File: src/hw/rtl/sads_pkg.sv
// Shared definitions for the two-stacks-in-one-store block.
// Field widths, operation and selector codes, result status codes.
// No dependencies.
`default_nettype none

package sads_pkg;

  localparam int unsigned WORD_W   = 32;
  localparam int unsigned STATUS_W = 2;

  // op field
  localparam logic OP_PUSH = 1'b0;
  localparam logic OP_POP  = 1'b1;

  // stack_sel field
  localparam logic SEL_LOW  = 1'b0;
  localparam logic SEL_HIGH = 1'b1;

  typedef enum logic [STATUS_W-1:0] {
    ST_OK    = 2'd0,
    ST_FULL  = 2'd1,
    ST_EMPTY = 2'd2
  } status_e;

  typedef logic signed [WORD_W-1:0] word_t;

endpackage

`default_nettype wire

File: src/hw/rtl/sads_if.sv
// Valid/ready channel interfaces for the request and response sides.
// Depends on sads_pkg.
`default_nettype none

interface sads_req_if;
  logic              valid;
  logic              ready;
  logic              op;
  logic              stack_sel;
  sads_pkg::word_t   push_value;

  modport source (output valid, output op, output stack_sel, output push_value,
                  input ready);
  modport sink   (input valid, input op, input stack_sel, input push_value,
                  output ready);
endinterface

interface sads_rsp_if;
  logic                valid;
  logic                ready;
  sads_pkg::status_e   status;
  sads_pkg::word_t     pop_value;

  modport source (output valid, output status, output pop_value, input ready);
  modport sink   (input valid, input status, input pop_value, output ready);
endinterface

`default_nettype wire

File: src/hw/rtl/shared_array_dual_stack.sv
// Two stacks sharing one store: low stack grows up from slot 0, high stack
// grows down from slot DEPTH-1. Depends on sads_pkg, sads_if, sads_ram.
//
// Usage:
//   req_i carries one operation per transfer: op (push/pop), stack_sel
//   (low/high) and push_value. rsp_o returns exactly one result per request:
//   status (ok, full, empty) and pop_value (popped word, zero otherwise).
//   A request's result shows in the cycle after it is taken, the popped word
//   coming straight from the store's read register.
//   Throughput is one request per cycle while rsp_o is taken every cycle;
//   each operation not refused makes a single access to the one store port.
//   A push is refused (full) when both stacks together hold DEPTH words; a
//   pop on an empty stack is refused (empty). Refused operations change
//   nothing.
//   When the receiver stalls, the pending result holds and req_i.ready drops
//   until the result transfers.
//   Reset empties both stacks at once; store contents are not cleared, and
//   only words pushed after reset can be popped.
`default_nettype none

module shared_array_dual_stack #(
  parameter int unsigned DEPTH = 64
) (
  input  wire logic clk_i,
  input  wire logic rst_ni,
  sads_req_if.sink  req_i,
  sads_rsp_if.source rsp_o
);

  localparam int unsigned AW = $clog2(DEPTH);
  localparam int unsigned CW = $clog2(DEPTH + 1);
  localparam logic [CW-1:0] DEPTH_C  = CW'(DEPTH);
  localparam logic [CW:0]   DEPTH_XC = (CW+1)'(DEPTH);

  // word counts of each stack
  logic [CW-1:0] low_cnt_q, low_cnt_d;
  logic [CW-1:0] high_cnt_q, high_cnt_d;

  logic               s1_valid_q, s1_valid_d;
  sads_pkg::status_e  s1_status_q, status_d;
  logic               s1_pop_q, pop_ok_d;

  logic          accept;
  logic          full;
  logic [CW-1:0] lo_pop_addr, hi_push_addr, hi_pop_addr;
  logic          ram_we, ram_re;
  logic [AW-1:0] ram_addr;
  logic [sads_pkg::WORD_W-1:0] ram_rdata;

  assign req_i.ready = !s1_valid_q || rsp_o.ready;
  assign accept      = req_i.valid && req_i.ready;

  assign full = ({1'b0, low_cnt_q} + {1'b0, high_cnt_q}) == DEPTH_XC;

  assign lo_pop_addr  = low_cnt_q - CW'(1);
  assign hi_push_addr = DEPTH_C - high_cnt_q - CW'(1);
  assign hi_pop_addr  = DEPTH_C - high_cnt_q;

  always_comb begin
    low_cnt_d  = low_cnt_q;
    high_cnt_d = high_cnt_q;
    status_d   = sads_pkg::ST_OK;
    pop_ok_d   = 1'b0;
    ram_we     = 1'b0;
    ram_re     = 1'b0;
    ram_addr   = low_cnt_q[AW-1:0];
    case (req_i.op)
      sads_pkg::OP_PUSH: begin
        if (full) begin
          status_d = sads_pkg::ST_FULL;
        end else if (req_i.stack_sel == sads_pkg::SEL_LOW) begin
          ram_we    = accept;
          ram_addr  = low_cnt_q[AW-1:0];
          low_cnt_d = low_cnt_q + CW'(1);
        end else begin
          ram_we     = accept;
          ram_addr   = hi_push_addr[AW-1:0];
          high_cnt_d = high_cnt_q + CW'(1);
        end
      end
      default: begin
        if (req_i.stack_sel == sads_pkg::SEL_LOW) begin
          if (low_cnt_q == '0) begin
            status_d = sads_pkg::ST_EMPTY;
          end else begin
            pop_ok_d  = 1'b1;
            ram_re    = accept;
            ram_addr  = lo_pop_addr[AW-1:0];
            low_cnt_d = low_cnt_q - CW'(1);
          end
        end else begin
          if (high_cnt_q == '0) begin
            status_d = sads_pkg::ST_EMPTY;
          end else begin
            pop_ok_d   = 1'b1;
            ram_re     = accept;
            ram_addr   = hi_pop_addr[AW-1:0];
            high_cnt_d = high_cnt_q - CW'(1);
          end
        end
      end
    endcase
  end

  assign s1_valid_d = req_i.ready ? accept : s1_valid_q;

  always_ff @(posedge clk_i or negedge rst_ni) begin
    if (!rst_ni) begin
      low_cnt_q  <= '0;
      high_cnt_q <= '0;
      s1_valid_q <= 1'b0;
    end else begin
      s1_valid_q <= s1_valid_d;
      if (accept) begin
        low_cnt_q  <= low_cnt_d;
        high_cnt_q <= high_cnt_d;
      end
    end
  end

  always_ff @(posedge clk_i) begin
    if (accept) begin
      s1_status_q <= status_d;
      s1_pop_q    <= pop_ok_d;
    end
  end

  sads_ram #(
    .WIDTH (sads_pkg::WORD_W),
    .DEPTH (DEPTH)
  ) u_ram (
    .clk_i   (clk_i),
    .we_i    (ram_we),
    .re_i    (ram_re),
    .addr_i  (ram_addr),
    .wdata_i (req_i.push_value),
    .rdata_o (ram_rdata)
  );

  assign rsp_o.valid     = s1_valid_q;
  assign rsp_o.status    = s1_status_q;
  assign rsp_o.pop_value = s1_pop_q ? sads_pkg::word_t'(ram_rdata) : '0;

endmodule

`default_nettype wire

File: src/hw/rtl/sads_ram.sv
// Generic single-port RAM, one access per cycle, registered read data.
// Read data holds when no read is issued. No dependencies.
`default_nettype none

module sads_ram #(
  parameter int unsigned WIDTH = 32,
  parameter int unsigned DEPTH = 64
) (
  input  wire logic                     clk_i,
  input  wire logic                     we_i,
  input  wire logic                     re_i,
  input  wire logic [$clog2(DEPTH)-1:0] addr_i,
  input  wire logic [WIDTH-1:0]         wdata_i,
  output logic      [WIDTH-1:0]         rdata_o
);

  logic [WIDTH-1:0] mem_q [DEPTH];
  logic [WIDTH-1:0] rdata_q;

  always_ff @(posedge clk_i) begin
    if (we_i) begin
      mem_q[addr_i] <= wdata_i;
    end
    if (re_i) begin
      rdata_q <= mem_q[addr_i];
    end
  end

  assign rdata_o = rdata_q;

endmodule

`default_nettype wire

File: src/flat_wrapper.sv
// flat-port wrapper written by rule: the top's interface ports become plain ports
module shared_array_dual_stack_flat 
#(
  parameter int unsigned DEPTH = 64
)
  (clk_i, rst_ni, req_i_valid, req_i_op, req_i_stack_sel, req_i_push_value, req_i_ready, rsp_o_valid, rsp_o_status, rsp_o_pop_value, rsp_o_ready);
  sads_req_if req_i_i ();
  sads_rsp_if rsp_o_i ();
  input  wire logic clk_i;
  input  wire logic rst_ni;
  input wire logic [$bits(req_i_i.valid)-1:0] req_i_valid;
  input wire logic [$bits(req_i_i.op)-1:0] req_i_op;
  input wire logic [$bits(req_i_i.stack_sel)-1:0] req_i_stack_sel;
  input wire logic [$bits(req_i_i.push_value)-1:0] req_i_push_value;
  output wire logic [$bits(req_i_i.ready)-1:0] req_i_ready;
  output wire logic [$bits(rsp_o_i.valid)-1:0] rsp_o_valid;
  output wire logic [$bits(rsp_o_i.status)-1:0] rsp_o_status;
  output wire logic [$bits(rsp_o_i.pop_value)-1:0] rsp_o_pop_value;
  input wire logic [$bits(rsp_o_i.ready)-1:0] rsp_o_ready;
  assign req_i_i.valid = req_i_valid;
  assign req_i_i.op = req_i_op;
  assign req_i_i.stack_sel = req_i_stack_sel;
  assign req_i_i.push_value = req_i_push_value;
  assign req_i_ready = req_i_i.ready;
  assign rsp_o_valid = rsp_o_i.valid;
  assign rsp_o_status = rsp_o_i.status;
  assign rsp_o_pop_value = rsp_o_i.pop_value;
  assign rsp_o_i.ready = rsp_o_ready;
  shared_array_dual_stack #(.DEPTH(DEPTH)) u_core (.clk_i(clk_i), .rst_ni(rst_ni), .req_i(req_i_i), .rsp_o(rsp_o_i));
endmodule
File: config.mk
export PLATFORM = sky130hd
export DESIGN_NAME = shared_array_dual_stack_flat
export DESIGN_NICKNAME = d
export VERILOG_FILES = /design/src/hw/rtl/sads_pkg.sv /design/src/hw/rtl/sads_if.sv /design/src/hw/rtl/shared_array_dual_stack.sv /design/src/hw/rtl/sads_ram.sv /design/src/flat_wrapper.sv
export SDC_FILE = /design/constraint.sdc
export NUM_CORES = 2
export LEC_CHECK = 0
export ABC_AREA = 0
export ABC_CLOCK_PERIOD_IN_PS = 5800
export BUFFER_PORTS_ARGS = -buffer_cell sky130_fd_sc_hd__buf_2
export CORE_MARGIN = 8
export CORE_UTILIZATION = 57
export DETAILED_ROUTE_END_ITERATION = 7
export PLACE_DENSITY_LB_ADDON = 0.15
export SETUP_SLACK_MARGIN = 0.3
export SLEW_MARGIN = 20
export SYNTH_ARGS = -nofsm -noshare
export SYNTH_HDL_FRONTEND = slang
export SYNTH_HIERARCHICAL = 1
export SYNTH_SLANG_ARGS = --single-unit
File: constraint.sdc
create_clock -name clk_i -period 5.8 [get_ports clk_i]
set_clock_uncertainty 0.2 [all_clocks]
set_input_delay 0.58 -clock clk_i [delete_from_list [all_inputs] [get_ports clk_i]]
set_output_delay 0.58 -clock clk_i [all_outputs]
set_load 0.01 [all_outputs]
======== Yosys cells after proc, flatten, opt, wreduce, memory -nomap -nowiden ========
Memories as Yosys holds them, arrays and structs flattened. A register that Yosys moved wholly into a read port is not among the register bits.
Index checks and enable logic that the tools add are counted.
storage, ports and cells
  flip-flop bits (word level) ............. 18
  memory bits (writable) .................. 2048
  input bits .............................. 38
  logic and storage cells ................. 58
  memories kept ........................... 1
memory list
  memory              words  bits a word  read ports  clocked after memory_dff  write ports  line            source
  u_core.u_ram.mem_q  64     32           1           1                         1            sads_ram.sv:17  logic [WIDTH-1:0] mem_q [DEPTH];
operators by class
  add/subtract/negate cells ............... 7
  eq/ne operators ......................... 4
  multiplexer cells ....................... 33
  bitwise gates (word level) .............. 1
  reduce and logical (&&, ||, !) cells .... 7
operator list
  kind                                                  count
  2-to-1 mux 7 bit                                      10
  2-to-1 mux 6 bit                                      6
  2-to-1 mux 32 bit                                     1
  adder 7 x 1 -> 7 bit (second input constant)          2
  zero test 7 bit                                       2
  subtractor 7 x 1 -> 7 bit (second input constant)     2
  2-to-1 mux 1 bit                                      12
  adder 7 x 7 -> 8 bit                                  1
  equality test 8 x 7 -> 1 bit (second input constant)  1
  2-to-1 mux 2 bit                                      4
  AND reduction 4 bit                                   2
  inequality test 2 bit (second input constant)         3
  subtractor 1 x 6 -> 6 bit (first input constant)      1
  subtractor 6 x 1 -> 6 bit (second input constant)     1
  logical AND 1 bit                                     1
  zero test 1 bit                                       1
  logical OR 1 bit                                      1
  NOT 1 bit                                             1

======== Logic depth before layout (Yosys ltp) ========
  depth in word-level cells ............... 7
  mapped depth ............................ 22
  gate-level depth less buffers ........... 14

======== Cells and area by module ========
The synthesis kept the hierarchy.
by module, submodules not included
  module                   instances  cells each  area an instance (um2)  sequential area each (um2)
  sads_ram                 1          4239        79248.5                 62459.9
  shared_array_dual_stack  1          291         2303.5                  465.4

======== Worst setup path after synthesis ========
OpenSTA, ideal clock, no wires.
  path kind ............................... flip-flop to flip-flop
  start point ............................. register u_core.low_cnt_q[0]
  end point ............................... memory u_core.u_ram.mem_q[12][0], enable pin
  library setup time ...................... 0.421 ns
  data arrival time ....................... 5.448 ns
  path slack .............................. -0.269 ns
  stages on the path, launching flop included .. 19
  buffers on the path ..................... 8
  period minus slack after synthesis ...... 6.069 ns
  path through ............................ dfrtp_1 -> ha_1 -> fa_1 -> nand3_1 -> nand2_1 -> or3_1 -> a2111oi_4 -> buf_6 -> buf_4 -> nor3b_1 -> a311oi_1 -> buf_2 -> buf_2 -> buf_2 -> buf_2 -> buf_2 -> buf_2 -> nand3_1 -> nor2_1
RTL lines
  item                                                                     line                                                          source
  start: declaration                                                       shared_array_dual_stack.sv:36                                 logic [CW-1:0] low_cnt_q, low_cnt_d;
  start signal: assignment                                                 shared_array_dual_stack.sv:115                                low_cnt_q <= low_cnt_d;
  adder 7 x 7 -> 8 bit (tied with other cells)                             shared_array_dual_stack.sv:53                                 assign full = ({1'b0, low_cnt_q} + {1'b0, high_cnt_q}) == DEPTH_XC;
  equality test 8 x 7 -> 1 bit / 2-to-1 mux 6 bit (equally long branches)  shared_array_dual_stack.sv:53, shared_array_dual_stack.sv:83
  2-to-1 mux 6 bit, on equally long branches                               shared_array_dual_stack.sv:69, shared_array_dual_stack.sv:82
  2-to-1 mux 6 bit *                                                       shared_array_dual_stack.sv:67                                 case (req_i.op)
  net u_core.ram_addr[2]                                                   shared_array_dual_stack.sv:47                                 logic [AW-1:0] ram_addr;
  end: declaration                                                         sads_ram.sv:17
Mark *: on every way through the listed nets, which the timed path passes. The rest lies on a longest branch.

======== Worst setup path after layout ========
  start point ............................. register u_core.low_cnt_q[0]
  end point ............................... register u_core.u_ram.rdata_q[27] (netlist: u_core/u_ram/rdata_o[27]), read port of u_core.u_ram.mem_q (data pin)
between the ends
  word-level cells in the longest chain between the ends .. 4
RTL lines
  item                                                                     line                                                          source
  adder 7 x 7 -> 8 bit (tied with other cells)                             shared_array_dual_stack.sv:53
  equality test 8 x 7 -> 1 bit / 2-to-1 mux 6 bit (equally long branches)  shared_array_dual_stack.sv:53, shared_array_dual_stack.sv:83
  2-to-1 mux 6 bit, on equally long branches                               shared_array_dual_stack.sv:69, shared_array_dual_stack.sv:82
  2-to-1 mux 6 bit *                                                       shared_array_dual_stack.sv:67
  net u_core.ram_addr[1]                                                   shared_array_dual_stack.sv:47
  end: declaration                                                         sads_ram.sv:18                                                logic [WIDTH-1:0] rdata_q;
Marked as above.
A chain may end at the register's enable or synchronous reset.

==> results.toml <==
[floorplan]
start_util = 0.571
coreArea_um2 = 143000
die_w_um = 394
rows = 139
io_pins = 74
dieArea_um2 = 155000
die_y_um = 394

[critical_path]
start_kind = "flop"
cpMostUsedCell = "buf_12"
crit_path_cell_trace = "ha_2 > fa_2 > nand3_2 > nand2_2 > or3_4 > a2111oi_4 > buf_4 > mux2_2 > a21oi_4 > buf_12 > nand2b_4 > buf_12 > o22ai_1 > o21ai_0 > or4b_1 > or4_1"
startpoint = "u_core/low_cnt_q[0]"
r2r_start = "u_core/low_cnt_q[0]"
critPathRequiredTime_ns = 6.15
slowest_stage = "or4_1"
r2r_end = "u_core/u_ram/rdata_o[27]"
critPathKind = "reg2reg"
path_max_fanout = 60
ff2ff_path_depth = 16
r2r_slack_ns = 0.31
critPathCaptureType = "flop"
slowest_delay_ns = 0.51
cp_data_arrival_time_ns = 5.84

[final_layout]
finalInstanceArea_um2 = 95300
finish.utilization = 0.667
final_nets = 5002
fillerInstances = 9338
layout_common_cells = "edfxtp_1 (2083), buf_4 (331), mux2i_1 (261), clkbuf_16 (220), a22oi_1 (187)"
drive_gt1_frac = 0.230
final_common_cell = "edfxtp_1"
area_growth_pct = 16.8

[clocking]
numCtsBuffers = 205
cts-root-buf = "clkbuf_16"
clk_latency_ns = 0.82
cts.path.max_buffers = 3
clock-sinks = 2098
tritoncts = "done"
cts_htree_levels = 4
clkSlewWorstSetupHoldPaths_ns = 0.06

[routing]
wire_per_inst_um = 31.4
drt_iter0_markers = 5848
avgViaCountPerCell = 6.61
drc_errors = 0
vias = 46400
drt_first_pass_iters = 6
wirelength_mm = 220
ant_nets = 0

[sta]
rsz0062_at_grt = "yes"
setup_violations = 0
whs_ns = 0.126
slew_viol_final = 0
report.final.hold_viol_count = 0
fmax_mhz = 182
finalCritPeriodShare = 0.947
layout_setup_ws_ns = 0.309
worst_pin_slew_ns = 1.15
slew_headroom = 0.230
layout_min_cycle_time_ns = 5.49
finalSetupTns_ns = 0

[placement]
gp_congestion = 0.862
io_buffers = 73
place_area_um2 = 87800
dp_hpwl_mm = 130
dpl_worst_slack_ns = -0.289

[pwr]
power.density_nw_per_um2 = 481
p_leak_uw = 0.0317
irDropWorstVdd_mv = 0.334

[global_route]
grt_pass1_vias = 44900
antenna_found_initial = 20
gr-total-overflow = 0
grt_use_total = 0.274
grt_pass1_wl_mm = 314
grt_max_degree = 71

[worst_hold_path]
holdPathEnd = "u_core/u_ram/mem_q[23][0]"
hp-class = "in2reg"
whs_path_depth = 1
hp-start = "req_i_push_value[0]"

[logic_synthesis]
synth_top_area_cell = "edfxtp_1"
synth_area_um2 = 81600
syn_inst = 4530
ys_seq_area_frac = 0.772
yosys.area.top_type_share = 0.767
async_reset_ff_frac = 0.00715
synth_edf_count = 2083
synth_ff_type = "edfxtp_1"
yosysWarnings = 6
avgSynthCellArea_um2 = 18.0
mappedNetlistNets = 4586
synth_area_leaders = "edfxtp_1 (77%), mux2i_1 (3.2%), mux4_2 (2.7%)"
ys_ff_latch = 2098
synth.distinct_cells = 74

[flow_run]
max-cap-violations = 0

[status]
status = "completed"
logic make-up (layout without fill, tap and decap cells):
kind of cell,after synthesis,in the layout,share of synthesized area
xor+xnor,16,16,0.00172
fa+ha+maj,18,18,0.00295
mux,515,515,0.0803
simple gates,551,552,0.0355
compound gates,1002,1002,0.0900
buf+inv,330,911,0.0178
other cells,0,6,0
flops,2098,2098,0.772
cell usage after synthesis (34+ instances only):
library cell	number
edfxtp_1	2083
mux2i_1	262
a22oi_1	188
clkbuf_1	182
a221oi_1	176
nor2_1	169
mux2_2	157
a21oi_1	133
mux4_2	96
o21ai_0	96
o22ai_1	94
and3_1	89
buf_2	83
o22a_1	71
a22o_1	66
nand3_1	59
nand2_1	50
a31oi_1	45
and2_1	39
buf_1	34
where the power goes:
group | total (µW) | internal, µW | switching [µW]
Combinational | 15400 | 6320 | 9130
Sequential | 17200 | 17100 | 161
Clock | 13100 | 7650 | 5460
layout make-up:
cell class                 count  area [µm²]  area share
antenna                        6        15.0    0.000158
clock buffer                 276        5590      0.0586
clock inverter                97        1010      0.0106
inverter                      15        63.8    0.000670
multi-input combinational   2103       18100       0.190
sequential                  2098       62900       0.660
tap                         1903        2380      0.0250
timing repair buffer         523        5230      0.0548
routing by layer:
metal	track usage	vias up	routed length (µm)
met5	0.00554	-	143
met4	0.0815	6	6080
met3	0.0801	342	25200
met2	0.414	2560	101000
met1	0.389	23900	87900
li1	-	19600	-
worst max-delay path: cells and delay by family, from the launching register on:
| kind | cells | cell delay (ns) |
|---|---|---|
| adder cells (fa/ha/maj) | 2 | 0.62 |
| multiplexers | 1 | 0.36 |
| buffers and inverters | 3 | 0.76 |
| AO/OA/AOI/OAI | 4 | 1.11 |
| flip-flops | 1 | 0.38 |
| AND/OR/NAND/NOR | 6 | 1.69 |
sequential cells by signal, indices dropped and copies added (netlist names):
name                  flops
u_core/u_ram/mem_q     2048
u_core/u_ram/rdata_o     32
u_core/high_cnt_q         7
u_core/low_cnt_q          7
u_core/rsp_o.status       2
u_core/rsp_o.valid        1
u_core/s1_pop_q           1
per-stage QoR:
step | total power [µW] | std cells
floorplan | 26300 | 4530
global placement | 31900 | 6602
detailed placement | 32100 | 6602
CTS | 45200 | 6987
global route | 47300 | 7016
finish | 45800 | 7021
repair_timing:
item,4_1_cts,5_1_grt
pin swaps,4,28
setup endpoints to repair,52,64
buffers inserted,6,19
gates resized for setup,21,63
hold buffers,4,1
gates cloned,2,7
hold endpoints to repair,16,15
worst max-delay path by stage:
stage | end | cells after the start
floorplan | u_core/u_ram/mem_q[11][0] | 16
global placement | u_core/u_ram/rdata_o[26] | 17
detailed placement | u_core/u_ram/rdata_o[26] | 17
CTS | u_core/u_ram/rdata_o[1] | 18
global route | u_core/u_ram/rdata_o[17] | 18
finish | u_core/u_ram/rdata_o[27] | 16
(Power assumes the default switching activity.)
